`config.mk`:
```
export PLATFORM = sky130hd
export DESIGN_NAME = pwli_div
export DESIGN_NICKNAME = d
export VERILOG_FILES = /design/src/hdl/pwli_pkg.sv /design/src/hdl/pwli_div.sv
export SDC_FILE = /design/constraint.sdc
export NUM_CORES = 2
export LEC_CHECK = 0
export BUFFER_PORTS_ARGS = -buffer_cell sky130_fd_sc_hd__buf_4
export CAP_MARGIN = 25
export CORE_ASPECT_RATIO = 2
export CORE_MARGIN = 3
export CORE_UTILIZATION = 71
export CTS_CLUSTER_DIAMETER = 50
export DETAILED_ROUTE_END_ITERATION = 7
export PLACE_DENSITY = 0.89
export SLEW_MARGIN = 40
export SYNTH_ARGS = -nofsm -noshare
export SYNTH_HDL_FRONTEND = slang
export SYNTH_SLANG_ARGS = --single-unit
```
`constraint.sdc`:
```
create_clock -name clk -period 14.9 [get_ports clk]
set_clock_uncertainty 0.2 [all_clocks]
set_input_delay 2.98 -clock clk [delete_from_list [all_inputs] [get_ports clk]]
set_output_delay 2.98 -clock clk [all_outputs]
set_load 0.02 [all_outputs]
```
`src/hdl/pwli_pkg.sv`:
```
// Shared types and constants for the piecewise-linear interpolation table.
// Used by pwli_table_mem, pwli_div and piecewise_linear_table_interp_top.
package pwli_pkg;

  localparam int unsigned DataW = 32;
  localparam int unsigned ValW  = 31;
  localparam int unsigned StW   = 3;

  localparam logic signed [DataW-1:0] OneQ16  = 32'sd65536;
  localparam logic signed [DataW-1:0] KeyMax  = 32'sh7fffffff;
  localparam logic signed [DataW-1:0] RawInit = -32'sd1;

  typedef enum logic [1:0] {
    OP_QUERY  = 2'd0,
    OP_APPEND = 2'd1,
    OP_CLEAR  = 2'd2,
    OP_NONE   = 2'd3
  } op_t;

  typedef enum logic [StW-1:0] {
    ST_OK         = 3'd0,
    ST_NEG_ENERGY = 3'd1,
    ST_UNSORTED   = 3'd2,
    ST_NEG_TRANS  = 3'd3,
    ST_FULL       = 3'd4
  } status_t;

  typedef enum logic [3:0] {
    S_IDLE,
    S_Q_LAST,
    S_Q_FIRST,
    S_SRCH_RD,
    S_SRCH_CHK,
    S_DIV,
    S_A_LAST,
    S_OUT
  } state_t;

  typedef struct packed {
    logic rd;
    logic wr;
  } mem_ctl_t;

endpackage

```
`src/hdl/pwli_div.sv`:
```
// Scaled-slope unit: q = a * b / d, truncated, for a < d < 2^31, b < 2^31.
// Multiply, load, then one quotient bit per cycle. Depends on pwli_pkg.
module pwli_div (
  input  logic                      clk,
  input  logic                      rst_n,
  input  logic                      start,
  input  logic [pwli_pkg::ValW-1:0] a,
  input  logic [pwli_pkg::ValW-1:0] b,
  input  logic [pwli_pkg::ValW-1:0] d,
  output logic                      done,
  output logic [pwli_pkg::ValW-1:0] q
);
  import pwli_pkg::*;

  localparam int unsigned CntW = $clog2(ValW + 2);

  logic [ValW-1:0]   a_r, b_r, d_r;
  logic [2*ValW-1:0] prod_r, prod_nxt;
  logic [ValW-1:0]   rem_r, rem_nxt;
  logic [ValW-1:0]   q_r, q_nxt;
  logic [CntW-1:0]   cnt_r, cnt_nxt;
  logic              mul_r, busy_r, done_r;
  logic [ValW:0]     trial;

  // one restoring step: bring down the next dividend bit
  always_comb begin
    trial    = {rem_r, prod_r[ValW-1]} - {1'b0, d_r};
    prod_nxt = {prod_r[2*ValW-2:0], 1'b0};
    cnt_nxt  = cnt_r - 1'b1;
    if (!trial[ValW]) begin
      rem_nxt = trial[ValW-1:0];
      q_nxt   = {q_r[ValW-2:0], 1'b1};
    end else begin
      rem_nxt = {rem_r[ValW-2:0], prod_r[ValW-1]};
      q_nxt   = {q_r[ValW-2:0], 1'b0};
    end
  end

  always_ff @(posedge clk) begin
    if (start) begin
      a_r <= a;
      b_r <= b;
      d_r <= d;
    end
    if (mul_r) begin
      // quotient fits 31 bits, so the top half is already below d
      prod_r <= (2*ValW)'(a_r) * (2*ValW)'(b_r);
      rem_r  <= '0;
      q_r    <= '0;
    end else if (busy_r) begin
      if (cnt_r == CntW'(ValW + 1)) begin
        // low half stays put and is shifted out from bit ValW-1
        rem_r <= prod_r[2*ValW-1:ValW];
      end else begin
        rem_r  <= rem_nxt;
        q_r    <= q_nxt;
        prod_r <= prod_nxt;
      end
    end
  end

  always_ff @(posedge clk) begin
    if (!rst_n) begin
      mul_r  <= 1'b0;
      busy_r <= 1'b0;
      done_r <= 1'b0;
      cnt_r  <= '0;
    end else begin
      done_r <= 1'b0;
      mul_r  <= start;
      if (mul_r) begin
        busy_r <= 1'b1;
        cnt_r  <= CntW'(ValW + 1);
      end else if (busy_r) begin
        cnt_r <= cnt_nxt;
        if (cnt_r == CntW'(1)) begin
          busy_r <= 1'b0;
          done_r <= 1'b1;
        end
      end
    end
  end

  assign done = done_r;
  assign q    = q_r;

endmodule

```
**Word-level counts from Yosys, hierarchy flattened**

Cells that the tools add are included.

- Word-level logic and storage cells: 37
- Input bits: 96
- Register bits: 226
- Output and inout port bits: 32

- Reduce and logical (&&, ||, !) cells: 5
- Multiply operators: 1
- Bitwise operators: 3
- Add/subtract/negate cells: 2
- Eq/ne operators: 3
- Multiplexer cells: 12

Operator list:

| cell | count |
|---|---|
| $mux W62 | 3 |
| $mul A31 B31 Y62 | 1 |
| $mux W31 | 2 |
| $sub A32 B31 Y32 | 1 |
| $mux W6 | 2 |
| $eq A6 B1 Y1 const B | 1 |
| $eq A6 B6 Y1 const B | 1 |
| $sub A6 B1 Y6 const B | 1 |
| $mux W1 | 5 |
| $reduce_and A2 Y1 | 2 |
| $not A1 Y1 | 3 |
| $reduce_or A3 Y1 | 1 |
| $ne A2 B2 Y1 const B | 1 |
| $reduce_bool A2 Y1 | 1 |
| $reduce_or A2 Y1 | 1 |

**Depth between registers and ports, before layout**

- Depth in word-level cells: 4
- Mapped depth: 27
- Gate-level depth less buffers: 25

**Worst setup path after synthesis**

No wires, ideal clock.

- Path type: register to register
- Start: reg b_r[4]
- End: reg prod_r[56], data pin
- Slack: 7.460 ns
- Path buffers: 2
- Stages on the path, launching flop included: 26
- Clock period less this slack: 7.440 ns
- Arrival time: 6.981 ns
- Required time: 14.441 ns
- Setup time: 0.259 ns
- Path through: edfxtp_1 -> clkbuf_1 -> and2_1 -> fa_1 -> fa_1 -> fa_1 -> inv_1 -> fa_1 -> inv_1 -> fa_1 -> inv_1 -> fa_1 -> inv_1 -> fa_1 -> fa_1 -> ha_1 -> clkbuf_1 -> a21o_1 -> a311o_1 -> a21oi_1 -> o32ai_1 -> o211ai_2 -> o211ai_1 -> a22o_1 -> mux2i_1 -> a211o_1

- Cells in the longest elaborated chain, start to end: 2

Ends and longest elaborated chain:

| item | line | RTL |
|---|---|---|
| start: declaration | pwli_div.sv:17 | `logic [ValW-1:0] a_r, b_r, d_r;` |
| start signal: assignment | pwli_div.sv:42 | `b_r <= b;` |
| $mul A31 B31 Y62 | pwli_div.sv:47 | `prod_r <= (2*ValW)'(a_r) * (2*ValW)'(b_r);` |
| $mux W62 | pwli_div.sv:45 | `if (mul_r) begin` |
| end signal: assignment | pwli_div.sv:47 |  |
| end signal: assignment | pwli_div.sv:57 | `prod_r <= prod_nxt;` |
| end: declaration | pwli_div.sv:18 | `logic [2*ValW-1:0] prod_r, prod_nxt;` |

No other way between the ends.
A chain may end at the register's enable or synchronous reset.

**Final worst setup path**

- Start: reg b_r[7]
- End: reg prod_r[59], data pin

The elaborated chain is that of the path after synthesis.

==> results.py <==
metrics = {
    "run_status": {
        "status": "finished, final reports clean",
    },
    "sta": {
        "fin_setup_tns_ns": 0,
        "slew_violations": 0,
        "period_needed_ns": 8.81,
        "finalSetupViolCount": 0,
        "period_share_pct": 59.1,
        "hold_viol": 0,
        "slew-limit-headroom_pct": 35.0,
        "worst_pin_slew_ns": 0.967,
        "rsz0062_at_grt": "no",
        "timing.hold.ws_ns": 0.269,
        "fmax_ghz": 0.114,
    },
    "global_routing": {
        "antenna_found_initial": 6,
        "busiest_layer": "met2",
        "met3_usage_pct": 15.8,
        "grtUsageMet2_pct": 75.2,
        "grt_pass1_wl_um": 211000,
        "grt_max_degree": 75,
        "grt_pass1_vias": 37100,
        "grt_usage_pct": 46.3,
        "gr-total-overflow": 0,
        "use_met1_pct": 43.8,
    },
    "detailed_routing": {
        "drtIter0Drc": 3176,
        "route.vias.total": 33100,
        "drcViolationCount": 0,
        "wl_um": 136000,
        "via_per_inst": 6.42,
        "post_drt_wl_per_cell_um": 26.4,
        "first_pass_iters": 7,
        "detail-route-antenna-nets": 0,
    },
    "logic_synthesis": {
        "synthCells": 4408,
        "synth_flop_cell": "edfxtp_1",
        "synth_cell_types": 73,
        "async_reset_ff_share_pct": 0,
        "seq_area_frac_synth_pct": 14.6,
        "netlist_area_mm2": 0.0417,
        "ys_seq_elements": 226,
        "syn-num-nets": 5631,
        "avgSynthCellArea_um2": 9.45,
        "yosysWarnings": 0,
        "synth_edf_count": 155,
    },
    "clock_tree": {
        "clockBufferDepth": 3,
        "cts.root.buffer_cell": "clkbuf_16",
        "insertion_delay_ns": 0.66,
        "cts.htree.levels": 1,
        "cts-hold-fix-buffers": 0,
        "cts_tree": "built",
        "post_cts_resized": 0,
        "post_cts_buffers": 0,
        "clk_pin_slew_ns": 0.07,
        "cts_buffers": 28,
        "cts_sinks": 226,
    },
    "finish": {
        "finalNetCount": 5587,
        "final_area_mm2": 0.0442,
        "areaGrowthSynthToFinish_pct": 6.14,
        "drive_above_1_share_pct": 7.39,
        "instances_no_fill": 5152,
    },
    "setup_path": {
        "crit_path_end_kind": "flop",
        "cp.arrival_ns": 9.02,
        "required_ns": 15.11,
        "crit_fanout": 31,
        "criticalPathCategory": "reg -> reg",
        "start_kind": "flop",
    },
    "hold_path": {
        "hold_path.class": "reg -> reg",
    },
    "die": {
        "die_width_um": 177,
        "core_area_mm2": 0.0580,
        "die_area_mm2": 0.0618,
        "initial_core_util_pct": 71.8,
        "fp.dieH_um": 349,
        "boundaryPins": 128,
        "row_count": 125,
    },
    "placed_design": {
        "io_buffers": 127,
        "post_dp_cell_area_mm2": 0.0431,
        "place_congestion": 1.04,
        "dp.final_hpwl_um": 102000,
        "dp.cells": 5095,
    },
    "job": {
        "max_cap_viol_count": 0,
    },
}
flip-flops by register name, indices dropped and copies added (netlist names):
signal and count:
q 31, rem_r 31, a_r 31, d_r 31, cnt_r 6, prod_r 62
mul_r 1, busy_r 1, done 1, b_r 31
per-layer routing:
| layer | up-vias | wire, um |
|---|---|---|
| met3 | 1085 | 14600 |
| li1 | 13400 | - |
| met4 | 8 | 18600 |
| met5 | - | 99 |
| met1 | 16300 | 36200 |
| met2 | 2284 | 66500 |
layout make-up:
| cell class | count | area [um2] |
|---|---|---|
| inverters | 818 | 3070 |
| well taps | 762 | 953 |
| repair buffers | 210 | 1710 |
| clock inverters | 16 | 250 |
| multi-input cells | 3080 | 31300 |
| diodes | 4 | 10.0 |
| fillers | 3796 | 13800 |
| flip-flops and latches | 226 | 6080 |
| clock buffers | 36 | 806 |
worst max-delay path, cell delays in order (launching register included):
cell and delay, ns:
edfxtp_1 0.33, buf_4 0.45, and2_1 0.24, fa_1 0.43
fa_1 0.74, inv_1 0.17, fa_1 0.52, fa_1 0.52
inv_1 0.06, fa_1 1.05, fa_1 0.57, fa_1 0.50
inv_1 0.05, fa_1 0.48, inv_1 0.04, ha_1 0.36
a21o_1 0.19, a21o_1 0.18, a21oi_1 0.28, nor3_1 0.08
nor3_1 0.44, o221ai_1 0.21, xnor2_1 0.18, mux2_2 0.27
cell usage in the layout (no fill, tap or decap), types with 59 or more instances in the layout:
master    Yosys  final
ha_1        289    289
edfxtp_1    155    155
a21o_1       59     59
nor2_1       78     76
a21oi_1     158    158
o21ai_0      95     93
nand2_1     616    615
fa_1        838    838
buf_4        31    183
inv_1       818    818
and2_1      508    508
dfxtp_1      71     70
cell families (layout without fill, tap and decap cells):
group | count (synthesis) | in the layout | synth area share (%)
AO/OA/AOI/OAI | 451 | 451 | 6.86
XOR/XNOR | 80 | 80 | 1.68
adder cells (fa/ha/maj) | 1127 | 1127 | 48.9
buffers and inverters | 1102 | 1080 | 10.2
flip-flops | 226 | 226 | 14.6
multiplexers | 56 | 56 | 1.47
other | 0 | 4 | 0
AND/OR/NAND/NOR | 1366 | 1366 | 16.2
cells in the mapped netlist, drive strengths merged, types with 4 or more instances:
master,number,area share (%)
fa,838,40
inv,818,7.4
nand2,616,5.5
and2,508,7.6
ha,289,8.7
clkbuf,243,2.2
a21oi,158,1.9
edfxtp,155,11
o21ai,95,1.1
nor2,78,0.70
dfxtp,71,3.4
a21o,59,1.1
xnor2,56,1.2
buf,41,0.68
mux2,41,1.1
nand3,37,0.44
a211oi,28,0.50
nor3,27,0.32
nand4,24,0.36
xor2,24,0.50
or3,19,0.29
a31oi,16,0.24
mux2i,15,0.36
and3,13,0.20
o21bai,13,0.23
o31ai,11,0.22
nor2b,10,0.15
nand2b,9,0.14
o211ai,9,0.19
o21a,8,0.14
nor4,5,0.075
a2111oi,4,0.14
nand3b,4,0.072
o2111ai,4,0.084
o221ai,4,0.084
or2,4,0.060
stage by stage:
step	worst slack [ns]	util (%)
floorplan	7.46	-
global placement	6.24	73.8
detailed placement	6.48	74.3
CTS	6.41	76.2
global route	5.90	76.2
finish	6.09	76.2
final timing paths:
kind / start / end / slack (ns) / cells after the start
max: b_r[7] / prod_r[59] / 6.09 / 23
min reg2reg: q[30] / q[30] / 0.27 / 2
max reg2reg: b_r[7] / prod_r[59] / 6.09 / 23
min: q[30] / q[30] / 0.27 / 2
Power is left out: the tool's default activity adds up to more than one toggle a clock period on the data nets, which glitch-free logic cannot reach.
